$ cat src/rtl/core/lop_pkg.sv
// ----------------------------------------------------------------------------
// Lattice order parameter package
// Shared widths, register codes, divider states and the cosine term table.
// ----------------------------------------------------------------------------
package lop_pkg;

  // Pass size and cosine table resolution.
  localparam int MAX_MOLECULES  = 1048576;
  localparam int COS_TABLE_BITS = 10;

  // Field widths.
  localparam int POS_W  = 32;
  localparam int INV_W  = 32;
  localparam int TERM_W = 16;
  localparam int LAM_W  = 16;
  localparam int SUM_W  = 40;
  localparam int CNT_W  = $clog2(MAX_MOLECULES + 1);
  localparam int TSUM_W = TERM_W + 2;

  // The phase keeps 40 fraction bits; the table index is its top bits.
  localparam int FRAC_W = 40;
  localparam int COS_N  = 1 << COS_TABLE_BITS;

  // Divider widths: divisor is three times the count, numerator the rounded sum.
  localparam int DIV_W  = CNT_W + 2;
  localparam int NUM_W  = SUM_W + 1;
  localparam int STEP_W = $clog2(NUM_W);

  localparam logic [LAM_W-1:0] LAMBDA_ONE = LAM_W'(32768);

  // Configuration port.
  localparam int DATA_W  = 32;
  localparam int ADDR_W  = 4;
  localparam int REG_IDX_W = 2;
  localparam logic [REG_IDX_W-1:0] REG_INV_X = 2'd0;
  localparam logic [REG_IDX_W-1:0] REG_INV_Y = 2'd1;
  localparam logic [REG_IDX_W-1:0] REG_INV_Z = 2'd2;
  localparam logic [INV_W-1:0] INV_RESET = 32'h0100_0000;

  // Divider sequencer states.
  typedef enum logic [1:0] {
    DIV_IDLE,
    DIV_PREP,
    DIV_RUN,
    DIV_HOLD
  } div_state_t;

  // End-of-pass totals handed from the accumulator to the divider.
  typedef struct packed {
    logic             valid;
    logic [SUM_W-1:0] sum;
    logic [CNT_W-1:0] cnt;
  } lop_pass_t;

  // Finished result from the divider.
  typedef struct packed {
    logic             valid;
    logic [LAM_W-1:0] lambda;
    logic [CNT_W-1:0] cnt;
  } lop_res_t;

  typedef logic [TERM_W-1:0] cos_lut_t [COS_N];

  // cos(pi/2 * x) for x in Q30 over [0,1], by an even polynomial in Q30.
  function automatic longint unsigned quarter_cos(input longint unsigned x);
    longint unsigned y;
    longint unsigned h;
    y = (x * x) >> 30;
    h = 64'd987053 - ((y * 64'd27061) >> 30);
    h = 64'd22401924 - ((y * h) >> 30);
    h = 64'd272375465 - ((y * h) >> 30);
    h = 64'd1324675879 - ((y * h) >> 30);
    h = (y * h) >> 30;
    return (h >= 64'd1073741824) ? 64'd0 : (64'd1073741824 - h);
  endfunction

  // Builds 0.5*cos(2*pi*i/N)+0.5 in Q1.15, rounded half up, from quarter waves.
  function automatic cos_lut_t build_cos_lut();
    cos_lut_t        lut;
    longint unsigned q;
    longint unsigned r;
    longint unsigned x;
    longint unsigned c;
    longint unsigned v;
    longint unsigned one;
    int              qbits;
    qbits = COS_TABLE_BITS - 2;
    one   = 64'd1073741824;
    for (int i = 0; i < COS_N; i++) begin
      q = (longint'(i) >> qbits) & 64'd3;
      r = longint'(i) & ((64'd1 << qbits) - 64'd1);
      x = r << (30 - qbits);
      case (q)
        64'd0:   begin c = quarter_cos(x);       v = one + c; end
        64'd1:   begin c = quarter_cos(one - x); v = one - c; end
        64'd2:   begin c = quarter_cos(x);       v = one - c; end
        default: begin c = quarter_cos(one - x); v = one + c; end
      endcase
      lut[i] = TERM_W'((v + 64'd32768) >> 16);
    end
    return lut;
  endfunction

  localparam cos_lut_t COS_LUT = build_cos_lut();

endpackage

$ cat src/rtl/core/lop_accum.sv
// ----------------------------------------------------------------------------
// Lattice order parameter accumulator
// Merges the three lane terms and keeps the running sum and molecule count.
// ----------------------------------------------------------------------------
module lop_accum
  import lop_pkg::*;
(
  input  logic              clk,
  input  logic              rst_n,
  input  logic              valid,
  input  logic              last,
  input  logic [TERM_W-1:0] term_x,
  input  logic [TERM_W-1:0] term_y,
  input  logic [TERM_W-1:0] term_z,
  output lop_pass_t         pass_r
);

  logic [TSUM_W-1:0] tsum;
  logic [SUM_W-1:0]  sum_r;
  logic [SUM_W-1:0]  sum_nxt;
  logic [CNT_W-1:0]  cnt_r;
  logic [CNT_W-1:0]  cnt_nxt;
  logic [SUM_W-1:0]  sum_add;
  logic [CNT_W-1:0]  cnt_add;
  logic              room;
  lop_pass_t         pass_nxt;

  // Merge the lanes; a full pass stops taking molecules but still closes.
  always_comb begin
    tsum     = TSUM_W'(term_x) + TSUM_W'(term_y) + TSUM_W'(term_z);
    room     = cnt_r < CNT_W'(MAX_MOLECULES);
    sum_add  = room ? SUM_W'(sum_r + SUM_W'(tsum)) : sum_r;
    cnt_add  = room ? CNT_W'(cnt_r + CNT_W'(1)) : cnt_r;
    sum_nxt  = sum_r;
    cnt_nxt  = cnt_r;
    pass_nxt = '0;
    if (valid) begin
      if (last) begin
        pass_nxt.valid = 1'b1;
        pass_nxt.sum   = sum_add;
        pass_nxt.cnt   = cnt_add;
        sum_nxt        = '0;
        cnt_nxt        = '0;
      end else begin
        sum_nxt = sum_add;
        cnt_nxt = cnt_add;
      end
    end
  end

  always_ff @(posedge clk) begin
    if (!rst_n) begin
      sum_r        <= '0;
      cnt_r        <= '0;
      pass_r.valid <= 1'b0;
    end else begin
      sum_r        <= sum_nxt;
      cnt_r        <= cnt_nxt;
      pass_r.valid <= pass_nxt.valid;
    end
    pass_r.sum <= pass_nxt.sum;
    pass_r.cnt <= pass_nxt.cnt;
  end

endmodule

$ cat config.mk
export PLATFORM = sky130hd
export DESIGN_NAME = lop_accum
export DESIGN_NICKNAME = d
export VERILOG_FILES = /design/src/rtl/core/lop_pkg.sv /design/src/rtl/core/lop_accum.sv
export SDC_FILE = /design/constraint.sdc
export NUM_CORES = 1
export LEC_CHECK = 0
export ABC_AREA = 0
export BUFFER_PORTS_ARGS = -buffer_cell sky130_fd_sc_hd__buf_2
export CORE_MARGIN = 3
export CORE_UTILIZATION = 35
export CTS_CLUSTER_SIZE = 20
export DETAILED_ROUTE_END_ITERATION = 8
export PLACE_DENSITY = 0.63
export SLEW_MARGIN = 20
export SYNTH_ARGS = -nofsm -noshare
export SYNTH_HDL_FRONTEND = slang
export SYNTH_SLANG_ARGS = --single-unit
$ cat constraint.sdc
create_clock -name clk -period 10.2 [get_ports clk]
set_clock_uncertainty 0.2 [all_clocks]
set_input_delay 0.51 -clock clk [delete_from_list [all_inputs] [get_ports clk]]
set_output_delay 0.51 -clock clk [all_outputs]
set_load 0.02 [all_outputs]
==> metrics.md <==
| Metric | Value |
|---|---|
| CP max-delay cell | fa_1 |
| Worst Path Arrival | 4000 ps |
| Dominant cell type by area after synthesis | dfxtp_1 |
| Commonest cells after routing, fill and taps aside | 123 x dfxtp_1, 113 x buf_2, 105 x inv_1 |
| Mapped Area | 0.00688 mm² |
| Hold Path Sink | sum_r[14]$_SDFFE_PN0P_ |
| Initial antenna violation count | 0 |
| Max Clock Freq | 261 MHz |
| Final Cycle Share | 0.376 |
| Total grt overflow | 0 |
| Origin of the worst setup path | term_x[1] |
| Clock latency on the worst-skew pair | 420 ps |
| Area Growth Syn to Fin | 20.4% |
| Top post-synthesis cells by area | dfxtp_1 36%, fa_1 9.3%, inv_1 5.7%, nor2_1 5.5%, xnor2_1 3.7% |
| Final Setup Violations | 0 |
| Setup crit end kind | register |
| Worst Reg-to-Reg Cells | 12 |
| Die area | 0.0214 mm² |
| Crit Path Max Fanout | 6 |
| Fraction of layout cells with a size suffix above 1 | 0.175 |
| First-pass GRT wire length | 28000 µm |
| Post-synth EDFFs | 0 |
| Syn nets | 926 |
| Cts repair resizes | 0 |
| Die Height | 146 µm |
| CTS tree | yes |
| Slew HR | 0.357 |
| Syn Area/Cell | 8.37 µm² |
| Top-area cell type share of the netlist area | 0.358 |
| Reg-to-Reg Start | sum_r[1]$_SDFFE_PN0P_ |
| Hold_buf cts | 0 |
| Post-synthesis cell count | 822 |
| Port Buffer Count | 113 |
| Crit-path most repeated cell | fa_1 |
| Ports | 114 |
| Final net count | 1025 |
| Vias | 5818 |
| CP startpoint kind | input pin |
| Reg2reg end | sum_r[37]$_SDFFE_PN0P_ |
| Core area | 0.0190 mm² |
| Peak VDD IR | 109 µV |
| Critical path cell sequence | buf_2 > inv_1 > fa_1 > fa_1 > inv_1 > ha_1 > fa_1 > a21o_1 > a31o_4 > a2111oi_4 > o31ai_2 > nor2b_4 > a2111oi_4 > a31o_1 |
| Clock sink count | 123 |
| Routed wire length | 16800 µm |
| ANT cells | 0 |
| DRC | 0 |
| Clock root cell | clkbuf_16 |
| R2r setup slk | 6620 ps |
| Largest net degree at the start of global routing | 59 |
| Post-synth ARST share | 0 |
| Vias in the first global route | 5642 |
| Slowest stage delay, CP | 510 ps |
| Hold path startpoint | sum_r[14]$_SDFFE_PN0P_ |
| Synthesized flop and latch total | 123 |
| Setup bufs post-CTS | 0 |
| WL per Instance | 14.1 µm |
| CTS max path bufs | 2 |
| Leading cell type in the layout, fill and taps excluded | dfxtp_1 |
| Yosys cell types | 59 |
| Pwr dens | 210 mW/mm² |
| Hpwl dp | 12000 µm |
| RSZ-0062 raised after global routing | false |
| Worst hold path type | register to register |
| First-pass iteration count of the detailed router | 5 |
| ANT nets after route | 0 |
| Primary FF master, synth | dfxtp_1 |
| RePlAce Congestion | 0.845 |
| CP required | 10360 ps |
| Gr usage total | 0.161 |
| Warnings from Yosys | 0 |
| Outcome | finished clean |
| Total CTS buffers | 17 |
| Leakage | 0.00364 µW |
| CTS HTree Levels | 4 |
| Worst Tran Pin Value | 961 ps |
| Final setup TNS | 0 ps |
| Sequential area share after synthesis | 0.358 |
| Kind of critical path | input pin to register |
| Clock Pin Slew Worst Setup and Hold Paths | 60 ps |
| DIE WIDTH | 146 µm |
| Via density | 4.87 |
| Initial core utilization | 0.362 |
| Initial detailed-routing violation count | 385 |
| Slew Limit Fails | 0 |
| # rows | 50 |
| Worst hold path depth | 2 |
| Design Power | 1740 µW |
| Final min period | 3840 ps |
| Max-cap violations | 0 |
| Hold Vio Cnt, Final | 0 |
[per-stage QoR]
step	hold WS (ps)	util	cell area (µm²)	setup slack [ps]	instances
2_1_floorplan	230	-	6880	6230	822
3_3_place_gp	238	0.403	7660	5940	1162
3_5_place_dp	243	0.403	7660	5940	1162
4_1_cts	251	0.435	8280	6390	1194
5_1_grt	290	0.435	8280	6110	1194
6_report	247	0.435	8280	6360	1194
[power by group]
part | total, µW | switching [µW] | internal (µW)
logic | 572 | 351 | 221
clock network | 635 | 222 | 413
registers | 535 | 17.2 | 518
[critical path: cells and delay by family]
kind | cells | cell delay [ps]
and+or+nand+nor | 1 | 180
AOI/OAI and AO/OA | 6 | 1540
adders and majority gates | 4 | 1610
buffers and inverters | 3 | 150
[routing by layer]
layer  track usage  share of wire  up-vias
met5             0              0        -
met4        0.0541          0.015        0
met3        0.0338          0.039       20
met2         0.263           0.47      126
met1         0.213           0.48     2703
li1              -              -     2969
[Yosys cell counts (5+ instances only)]
| library cell | number |
|---|---|
| a21o_1 | 7 |
| nand4_1 | 18 |
| o31ai_1 | 12 |
| o211ai_1 | 6 |
| and3_1 | 12 |
| nand2_1 | 57 |
| o21ai_0 | 26 |
| and2_1 | 5 |
| nor3_1 | 15 |
| or3_1 | 11 |
| clkbuf_1 | 30 |
| or4_1 | 6 |
| a31oi_1 | 6 |
| o21ai_1 | 18 |
| a21oi_1 | 48 |
| ha_1 | 20 |
| nand3_1 | 23 |
| dfxtp_1 | 123 |
| nor2_1 | 100 |
| inv_1 | 105 |
| xor2_1 | 24 |
| xnor2_1 | 29 |
| a22oi_1 | 14 |
| o2111ai_1 | 5 |
| mux2i_1 | 11 |
| fa_1 | 32 |
| nor2b_1 | 6 |
[worst max-delay path by stage]
stage | endpoint | slack [ps]
4_1_cts | sum_r[37]$_SDFFE_PN0P_ | 6390
6_report | sum_r[37]$_SDFFE_PN0P_ | 6360
3_3_place_gp | sum_r[31]$_SDFFE_PN0P_ | 5940
3_5_place_dp | sum_r[37]$_SDFFE_PN0P_ | 5940
2_1_floorplan | sum_r[37]$_SDFFE_PN0P_ | 6230
5_1_grt | sum_r[28]$_SDFFE_PN0P_ | 6110
[cell families after synthesis]
| family | after synthesis | share of synthesized area |
|---|---|---|
| simple gates | 269 | 0.185 |
| compound gates | 168 | 0.161 |
| buf+inv | 145 | 0.0810 |
| flops | 123 | 0.358 |
| xor+xnor | 53 | 0.0675 |
| fa+ha+maj | 52 | 0.130 |
| mux | 12 | 0.0176 |
[final cells by class]
class,count,area [µm²]
Multi-Input combinational cell,554,3860
Clock inverter,12,171
Fill cell,1921,10700
Tap cell,260,325
Sequential cell,123,2460
Clock buffer,20,447
Inverter,106,398
Timing Repair Buffer,119,611
[state kept, by name, summed over array words and instances, names as in the netlist]
name,flops
sum_r,40
cnt_r,21
pass_r,62
(Power assumes the default switching activity.)
