`src/rtl/core/lop_pkg.sv`:
```
// ----------------------------------------------------------------------------
// Lattice order parameter package
// Shared widths, register codes, divider states and the cosine term table.
// ----------------------------------------------------------------------------
package lop_pkg;

  // Pass size and cosine table resolution.
  localparam int MAX_MOLECULES  = 1048576;
  localparam int COS_TABLE_BITS = 10;

  // Field widths.
  localparam int POS_W  = 32;
  localparam int INV_W  = 32;
  localparam int TERM_W = 16;
  localparam int LAM_W  = 16;
  localparam int SUM_W  = 40;
  localparam int CNT_W  = $clog2(MAX_MOLECULES + 1);
  localparam int TSUM_W = TERM_W + 2;

  // The phase keeps 40 fraction bits; the table index is its top bits.
  localparam int FRAC_W = 40;
  localparam int COS_N  = 1 << COS_TABLE_BITS;

  // Divider widths: divisor is three times the count, numerator the rounded sum.
  localparam int DIV_W  = CNT_W + 2;
  localparam int NUM_W  = SUM_W + 1;
  localparam int STEP_W = $clog2(NUM_W);

  localparam logic [LAM_W-1:0] LAMBDA_ONE = LAM_W'(32768);

  // Configuration port.
  localparam int DATA_W  = 32;
  localparam int ADDR_W  = 4;
  localparam int REG_IDX_W = 2;
  localparam logic [REG_IDX_W-1:0] REG_INV_X = 2'd0;
  localparam logic [REG_IDX_W-1:0] REG_INV_Y = 2'd1;
  localparam logic [REG_IDX_W-1:0] REG_INV_Z = 2'd2;
  localparam logic [INV_W-1:0] INV_RESET = 32'h0100_0000;

  // Divider sequencer states.
  typedef enum logic [1:0] {
    DIV_IDLE,
    DIV_PREP,
    DIV_RUN,
    DIV_HOLD
  } div_state_t;

  // End-of-pass totals handed from the accumulator to the divider.
  typedef struct packed {
    logic             valid;
    logic [SUM_W-1:0] sum;
    logic [CNT_W-1:0] cnt;
  } lop_pass_t;

  // Finished result from the divider.
  typedef struct packed {
    logic             valid;
    logic [LAM_W-1:0] lambda;
    logic [CNT_W-1:0] cnt;
  } lop_res_t;

  typedef logic [TERM_W-1:0] cos_lut_t [COS_N];

  // cos(pi/2 * x) for x in Q30 over [0,1], by an even polynomial in Q30.
  function automatic longint unsigned quarter_cos(input longint unsigned x);
    longint unsigned y;
    longint unsigned h;
    y = (x * x) >> 30;
    h = 64'd987053 - ((y * 64'd27061) >> 30);
    h = 64'd22401924 - ((y * h) >> 30);
    h = 64'd272375465 - ((y * h) >> 30);
    h = 64'd1324675879 - ((y * h) >> 30);
    h = (y * h) >> 30;
    return (h >= 64'd1073741824) ? 64'd0 : (64'd1073741824 - h);
  endfunction

  // Builds 0.5*cos(2*pi*i/N)+0.5 in Q1.15, rounded half up, from quarter waves.
  function automatic cos_lut_t build_cos_lut();
    cos_lut_t        lut;
    longint unsigned q;
    longint unsigned r;
    longint unsigned x;
    longint unsigned c;
    longint unsigned v;
    longint unsigned one;
    int              qbits;
    qbits = COS_TABLE_BITS - 2;
    one   = 64'd1073741824;
    for (int i = 0; i < COS_N; i++) begin
      q = (longint'(i) >> qbits) & 64'd3;
      r = longint'(i) & ((64'd1 << qbits) - 64'd1);
      x = r << (30 - qbits);
      case (q)
        64'd0:   begin c = quarter_cos(x);       v = one + c; end
        64'd1:   begin c = quarter_cos(one - x); v = one - c; end
        64'd2:   begin c = quarter_cos(x);       v = one - c; end
        default: begin c = quarter_cos(one - x); v = one + c; end
      endcase
      lut[i] = TERM_W'((v + 64'd32768) >> 16);
    end
    return lut;
  endfunction

  localparam cos_lut_t COS_LUT = build_cos_lut();

endpackage

```
`src/rtl/core/lop_div.sv`:
```
// ----------------------------------------------------------------------------
// Lattice order parameter divider
// Restoring division of the rounded term sum by three times the count.
// ----------------------------------------------------------------------------
module lop_div
  import lop_pkg::*;
(
  input  logic      clk,
  input  logic      rst_n,
  input  lop_pass_t pass,
  input  logic      res_taken,
  output lop_res_t  res
);

  div_state_t        state_r;
  div_state_t        state_nxt;
  logic [NUM_W-1:0]  num_r;
  logic [NUM_W-1:0]  num_nxt;
  logic [DIV_W-1:0]  rem_r;
  logic [DIV_W-1:0]  rem_nxt;
  logic [DIV_W-1:0]  div_r;
  logic [DIV_W-1:0]  div_nxt;
  logic [CNT_W-1:0]  cnt_r;
  logic [CNT_W-1:0]  cnt_nxt;
  logic [STEP_W-1:0] step_r;
  logic [STEP_W-1:0] step_nxt;
  logic [DIV_W:0]    trial;
  logic              qbit;

  // Sequencer: load, add half the divisor for rounding, one quotient bit a cycle.
  always_comb begin
    state_nxt = state_r;
    num_nxt   = num_r;
    rem_nxt   = rem_r;
    div_nxt   = div_r;
    cnt_nxt   = cnt_r;
    step_nxt  = step_r;
    trial     = {rem_r, num_r[NUM_W-1]};
    qbit      = trial >= {1'b0, div_r};
    case (state_r)
      DIV_IDLE: begin
        if (pass.valid) begin
          cnt_nxt   = pass.cnt;
          div_nxt   = DIV_W'({pass.cnt, 1'b0}) + DIV_W'(pass.cnt);
          num_nxt   = NUM_W'(pass.sum);
          rem_nxt   = '0;
          step_nxt  = '0;
          state_nxt = DIV_PREP;
        end
      end
      DIV_PREP: begin
        num_nxt   = num_r + NUM_W'(div_r >> 1);
        state_nxt = DIV_RUN;
      end
      DIV_RUN: begin
        rem_nxt  = qbit ? DIV_W'(trial - {1'b0, div_r}) : DIV_W'(trial);
        num_nxt  = {num_r[NUM_W-2:0], qbit};
        step_nxt = step_r + STEP_W'(1);
        if (step_r == STEP_W'(NUM_W - 1)) begin
          state_nxt = DIV_HOLD;
        end
      end
      DIV_HOLD: begin
        if (res_taken) begin
          state_nxt = DIV_IDLE;
        end
      end
      default: begin
        state_nxt = DIV_IDLE;
      end
    endcase
  end

  always_ff @(posedge clk) begin
    if (!rst_n) begin
      state_r <= DIV_IDLE;
    end else begin
      state_r <= state_nxt;
    end
  end

  always_ff @(posedge clk) begin
    num_r  <= num_nxt;
    rem_r  <= rem_nxt;
    div_r  <= div_nxt;
    cnt_r  <= cnt_nxt;
    step_r <= step_nxt;
  end

  // Quotient is clamped to one; an empty pass reads as zero.
  always_comb begin
    res.valid = state_r == DIV_HOLD;
    res.cnt   = cnt_r;
    if (div_r == '0) begin
      res.lambda = '0;
    end else if (num_r > NUM_W'(LAMBDA_ONE)) begin
      res.lambda = LAMBDA_ONE;
    end else begin
      res.lambda = num_r[LAM_W-1:0];
    end
  end

endmodule

```
`config.mk`:
```
export PLATFORM = sky130hd
export DESIGN_NAME = lop_div
export DESIGN_NICKNAME = d
export VERILOG_FILES = /design/src/rtl/core/lop_pkg.sv /design/src/rtl/core/lop_div.sv
export SDC_FILE = /design/constraint.sdc
export NUM_CORES = 1
export LEC_CHECK = 0
export ABC_AREA = 1
export BUFFER_PORTS_ARGS = -buffer_cell sky130_fd_sc_hd__buf_4
export CAP_MARGIN = 20
export CORE_MARGIN = 2
export CORE_UTILIZATION = 55
export DETAILED_ROUTE_END_ITERATION = 10
export PLACE_DENSITY = 0.87
export SYNTH_ARGS = -nofsm -noshare
export SYNTH_HDL_FRONTEND = slang
export SYNTH_SLANG_ARGS = --single-unit
```
`constraint.sdc`:
```
create_clock -name clk -period 3.62 [get_ports clk]
set_input_delay 0.905 -clock clk [delete_from_list [all_inputs] [get_ports clk]]
set_output_delay 0.905 -clock clk [all_outputs]
set_load 0.01 [all_outputs]
```
==> impl_metrics.yaml, run 1 <==
layout:
  fillers: 1569
  fin_area_mm2: 0.0116
  seq_area_mm2: 0.00343
  drive_gt1_share_pct: 11.3
  nets: 1638
  antenna_cells: 0
  multi_input_area_mm2: 0.00565
  syn_to_final_growth_pct: 15.7
synthesis:
  ys_seq_area_share_pct: 34.3
  synthArstFlopShare_pct: 0
  yosys-top-cells-count: "nand2_1 (349), inv_1 (197), a21oi_1 (160)"
  post-synth-top-count-cell: "nand2_1"
  yosysUniqueCellTypes: 47
  avgSynthCellArea_um2: 7.13
  synth.area.top_cells: "edfxtp_1 (34%), nand2_1 (13%), ha_1 (9.3%)"
  ys.flop_type: "edfxtp_1"
  synth_edf_count: 113
  synth-seq-cells: 115
  synth_warnings: 0
  syn_area_mm2: 0.0100
  synthCells: 1403
  synth_top_area_share_pct: 33.9
  syn-num-nets: 1545
  yosysTopAreaCell: "edfxtp_1"
global_route:
  grt_pass1_vias: 9441
  gr-total-overflow: 0
  grt_max_degree: 46
  antenna_found_initial: 0
  grt.total_usage_pct: 30.9
  grt_pass1_wl_um: 47600
timing:
  period_needed_ps: 3430
  setup_viol: 0
  setup_tns_ps: 0
  clock_skew_ps: 11.2
  holdWs_ps: 608
  maxSlewViolCount: 0
  worstMarginPinSlew_ps: 674
  min_period_over_period_pct: 94.8
  maxSlewHeadroom_pct: 54.8
  max_freq_mhz: 291
  grt_setup_unrepaired: "no"
  finalHoldViolCount: 0
route:
  dr.pass1.iters: 6
  post-route-drc-count: 0
  num_vias: 10100
  drtIter0Drc: 1027
  avgViaCountPerCell: 5.79
  ant_nets: 0
  wl_per_cell_um: 17.0
  routed_wl_um: 29500
pwr:
  p_leak_nw: 5.48
  vdd_ir_drop_max_uv: 652
  p_per_area_mw_per_mm2: 946
clock_network:
  clkLatencyLatePin_ps: 430
  clock_path_buffers: 2
  path_clk_slew_ps: 60
  postCtsSetupBuffers: 0
  numCtsBuffers: 17
  cts_sinks: 115
  cts_tree: "yes"
  cts_root_buf: "clkbuf_16"
  htreeDepth: 4
  hold_buffers: 0
critical_path:
  worstSetupPathType: "reg2out"
  cp.arrival_ps: 2530
  path_cells: "nor4_1, nand4_1, nor3_1, nor2_1, buf_4, nor2_1, buf_4"
  cp.required_ps: 2710
  start_kind: "register"
  cpPeakStageDelay_ps: 570
  endpoint_kind: "primary output"
  crit_slowest_cell: "nor4_1"
  worstPathMaxFanout: 15
placement:
  port_buffers: 102
  gp_congestion: 0.986
  placed_area_mm2: 0.0109
  detailed_place_hpwl_um: 22200
die:
  die_h_um: 139
  io_pins: 103
  start_util_pct: 55.9
  coreArea_mm2: 0.0179
  die_x_um: 139
  die_area_mm2: 0.0193
  rows: 49
flow_run:
  maxCapViolCount: 0
outcome:
  status: "finished, final reports clean"
worst_hold_path:
  hold_class: "reg2reg"
==> cell type report <==
cell class / count / share of cell area, %
tap: 229 / 2.48
clock inverter: 12 / 1.61
timing repair buffer: 110 / 7.14
multi-input combinational: 1053 / 48.9
clock buffer: 20 / 3.78
inverter: 199 / 6.46
sequential: 115 / 29.7
==> flip-flops by register name, summed over array words and instances (netlist names) <==
register	count
step_r	6
div_r	23
num_r	41
rem_r	23
cnt_r	20
state_r	2
==> placed cells by master (no fill, tap or decap), drive strengths merged, types with 20 or more instances in the layout <==
master  count
o21ai      69
a21oi     166
clkbuf     20
nand3      87
nor4       21
ha         74
nand2     354
buf       110
edfxtp    113
nor3       21
inv       197
nor2      152
nand4      23
==> critical path: cells and delay by family, from the launching register on <==
| kind | cells | cell delay (ps) |
|---|---|---|
| DFF | 1 | 460 |
| and+or+nand+nor | 5 | 1250 |
| buffers and inverters | 2 | 370 |
==> metrics by stage <==
step	power [W]	worst slack [ps]	util [%]	std cells
3_3_place_gp	0.00874	640	61.1	1706
3_5_place_dp	0.00889	659	61.1	1706
4_1_cts	0.0108	211	64.6	1738
2_1_floorplan	0.00733	370	-	1403
6_report	0.0109	189	64.6	1738
5_1_grt	0.0118	66.9	64.6	1738
==> layer usage <==
layer / vias to the layer above / global-route usage [%] / routed length (µm)
li1: 4888 / - / -
met1: 4556 / 41.8 / 12500
met2: 534 / 48.3 / 13100
met3: 79 / 5.87 / 2770
met4: 0 / 14.4 / 1160
met5: - / 0 / 0
==> logic make-up after synthesis <==
group	synth area share, %
and+or+nand+nor	28.9
AOI/OAI and AO/OA	14.6
buffers and inverters	9.36
DFF	34.3
adders and majority gates	9.86
xor gates and xnor gates	2.98
==> report_power, final <==
| group | switching (W) | leakage, nW | internal [W] |
|---|---|---|---|
| sequential | 0.000627 | 1.13 | 0.00232 |
| combinational | 0.00412 | 4.05 | 0.00203 |
| clock | 0.000636 | 0.307 | 0.00121 |
| total | 0.00538 | 5.48 | 0.00556 |
==> timing repair <==
item	CTS	global route
gates resized for setup	0	1
setup endpoints to repair	0	2
hold endpoints to repair	0	0
==> worst paths after layout <==
kind         cells past startpoint  slack, ps   endpoint  startpoint
min reg2reg                      1        610  step_r[0]   step_r[0]
max reg2reg                     13        730  rem_r[17]    div_r[0]
min                              1        610  step_r[0]   step_r[0]
max                              7        190    res[24]    num_r[1]
(Power assumes the default switching activity.)
==> run 2, diff against run 1 <==
--- a/config.mk
+++ b/config.mk
@@ -9,9 +9,9 @@
 export BUFFER_PORTS_ARGS = -buffer_cell sky130_fd_sc_hd__buf_4
 export CAP_MARGIN = 20
 export CORE_MARGIN = 2
-export CORE_UTILIZATION = 55
+export CORE_UTILIZATION = 61
 export DETAILED_ROUTE_END_ITERATION = 10
-export PLACE_DENSITY = 0.87
+export PLACE_DENSITY = 0.94
 export SYNTH_ARGS = -nofsm -noshare
 export SYNTH_HDL_FRONTEND = slang
 export SYNTH_SLANG_ARGS = --single-unit
==> run 2 against run 1 <==
  * Combinational power up 2%
  * Die area shrank 9.6%
  * Non-clock buffer count unchanged
  * Utilization grew 7.8 points
  * Largest cell class unchanged
  * Clock skew is 2.3 ps lower
  * Sequential power about the same
  * Clock power fell by 3%
  * Critical path depth unchanged
  * Via count grew 2.1%
  * Sequential share of layout area rose by 0.058 points
  * Highest routed layer unchanged
  * Design area fell by 0.19%
==> impl_metrics.yaml, run 2 (synthesis results as in run 1) <==
critical_path:
  worstSetupPathType: "reg2out"
  cp.required_ps: 2710
  reg2reg_to: "rem_r[15]"
  endpoint_kind: "primary output"
  r2r_slack_ps: 780
  worstPathMaxFanout: 15
  start_kind: "register"
  timing.rr.start: "div_r[0]"
  rr_worst_depth: 12
  cp.arrival_ps: 2630
clock_network:
  clkLatencyLatePin_ps: 430
  numCtsBuffers: 17
  cts_resized: 0
  postCtsSetupBuffers: 0
  path_clk_slew_ps: 60
  cts_tree: "yes"
  clock_path_buffers: 2
  htreeDepth: 4
  cts_root_buf: "clkbuf_16"
  cts_sinks: 115
  hold_buffers: 0
timing:
  period_needed_ps: 3530
  finalHoldViolCount: 0
  setup_tns_ps: 0
  grt_setup_unrepaired: "no"
  clock_skew_ps: 8.93
  max_freq_mhz: 283
  holdWs_ps: 603
  maxSlewHeadroom_pct: 45.0
  setup_viol: 0
  min_period_over_period_pct: 97.6
  worstMarginPinSlew_ps: 822
  maxSlewViolCount: 0
route:
  avgViaCountPerCell: 5.95
  wl_per_cell_um: 17.9
  post-route-drc-count: 0
  routed_wl_um: 30800
  num_vias: 10300
  dr.pass1.iters: 6
  ant_nets: 0
  drtIter0Drc: 1210
layout:
  layout_commonest_cell: "nand2_1"
  top_regs: "num_r x41, div_r x23, rem_r x23"
  multi_input_area_mm2: 0.00565
  antenna_cells: 0
  largest_reg_flops: 41
  syn_to_final_growth_pct: 15.4
  stdcell_count: 1725
  mostFrequentLayoutCells: "nand2_1 (349), inv_1 (196), a21oi_1 (160)"
  drive_gt1_share_pct: 11.5
  nets: 1638
  fillers: 1226
  regMostFlops: "num_r"
  seq_area_mm2: 0.00343
placement:
  dpl.cell_count: 1693
  port_buffers: 102
  detailed_place_hpwl_um: 22900
  gp_congestion: 1.01
flow_run:
  maxCapViolCount: 0
die:
  die_x_um: 132
  die_area_mm2: 0.0174
  rows: 46
  coreArea_mm2: 0.0159
  io_pins: 103
  die_h_um: 132
  start_util_pct: 62.7
pwr:
  p_clk_share_pct: 16.3
  seqPwrFrac_pct: 26.7
  vdd_ir_drop_max_uv: 522
  p_per_area_mw_per_mm2: 955
  p_int_w: 0.00547
  net-switching-power_w: 0.00556
  p_leak_nw: 5.48
  switching_share_pct: 50.4
  power_frac_comb_pct: 57.0
worst_hold_path:
  hold_class: "reg2reg"
  hp-start: "step_r[0]"
  holdPathStages: 1
  min_to: "step_r[0]"
global_route:
  antenna_found_initial: 0
  grt_pass1_wl_um: 49000
  grt_max_degree: 46
  gr-total-overflow: 0
  grt_pass1_vias: 9719
  grt.total_usage_pct: 35.5
outcome:
  status: "finished, final reports clean"
-- run 2: changes by cell type in the layout (fill, tap and decap cells not counted), sizes merged --
cell / previous run / this run
bufinv: 5 / 3
clkbuf: 20 / 17
clkinv: 9 / 5
clkinvlp: 0 / 2
inv: 197 / 204
-- run 2: metal layers --
metal,track usage [%],routed length [µm]
met1,46.2,12200
met2,57.0,13900
met3,8.15,3450
met4,15.2,1240
met5,0,0
-- run 2: how the worst max path moves through the flow --
stage	startpoint	end	slack, ps	cells past startpoint
after floorplan	state_r[0]	rem_r[0]	370	4
after global placement	num_r[38]	res[32]	650	7
after detailed placement	pass[1]	div_r[19]	660	12
after CTS	num_r[38]	res[33]	130	7
after global routing	num_r[38]	res[33]	60	7
final	num_r[38]	res[33]	90	7
-- run 2: power by group through the flow --
stage | clock [W] | sequential, W | combinational, W
floorplan | 0 | 0.00268 | 0.00465
global placement | 0 | 0.00290 | 0.00587
detailed placement | 0 | 0.00291 | 0.00602
CTS | 0.00180 | 0.00291 | 0.00610
global route | 0.00187 | 0.00300 | 0.00694
finish | 0.00180 | 0.00294 | 0.00628
-- run 2: final cells by class --
type / count / area share [%]
Inverter: 199 / 6.47
Sequential cell: 115 / 29.7
Timing Repair Buffer: 110 / 7.15
Multi-Input combinational cell: 1053 / 48.9
Tap cell: 216 / 2.34
Clock buffer: 17 / 3.69
Clock inverter: 15 / 1.70
-- run 2: stage by stage --
step	util, %	power [W]	worst slack (ps)	area [µm²]
6_report	72.4	0.0110	87.2	11500
5_1_grt	72.4	0.0118	56.8	11500
4_1_cts	72.4	0.0108	129	11500
3_5_place_dp	68.5	0.00893	660	10900
3_3_place_gp	68.5	0.00876	648	10900
2_1_floorplan	-	0.00733	370	10000
-- run 2: worst max-delay path: stages, from the launching register on --
cell      delay (ps)
edfxtp_1         480
nor4_1           550
nand4_1          250
nor4_2           230
nor2_1            70
buf_4            220
nor2_1           220
buf_4            170
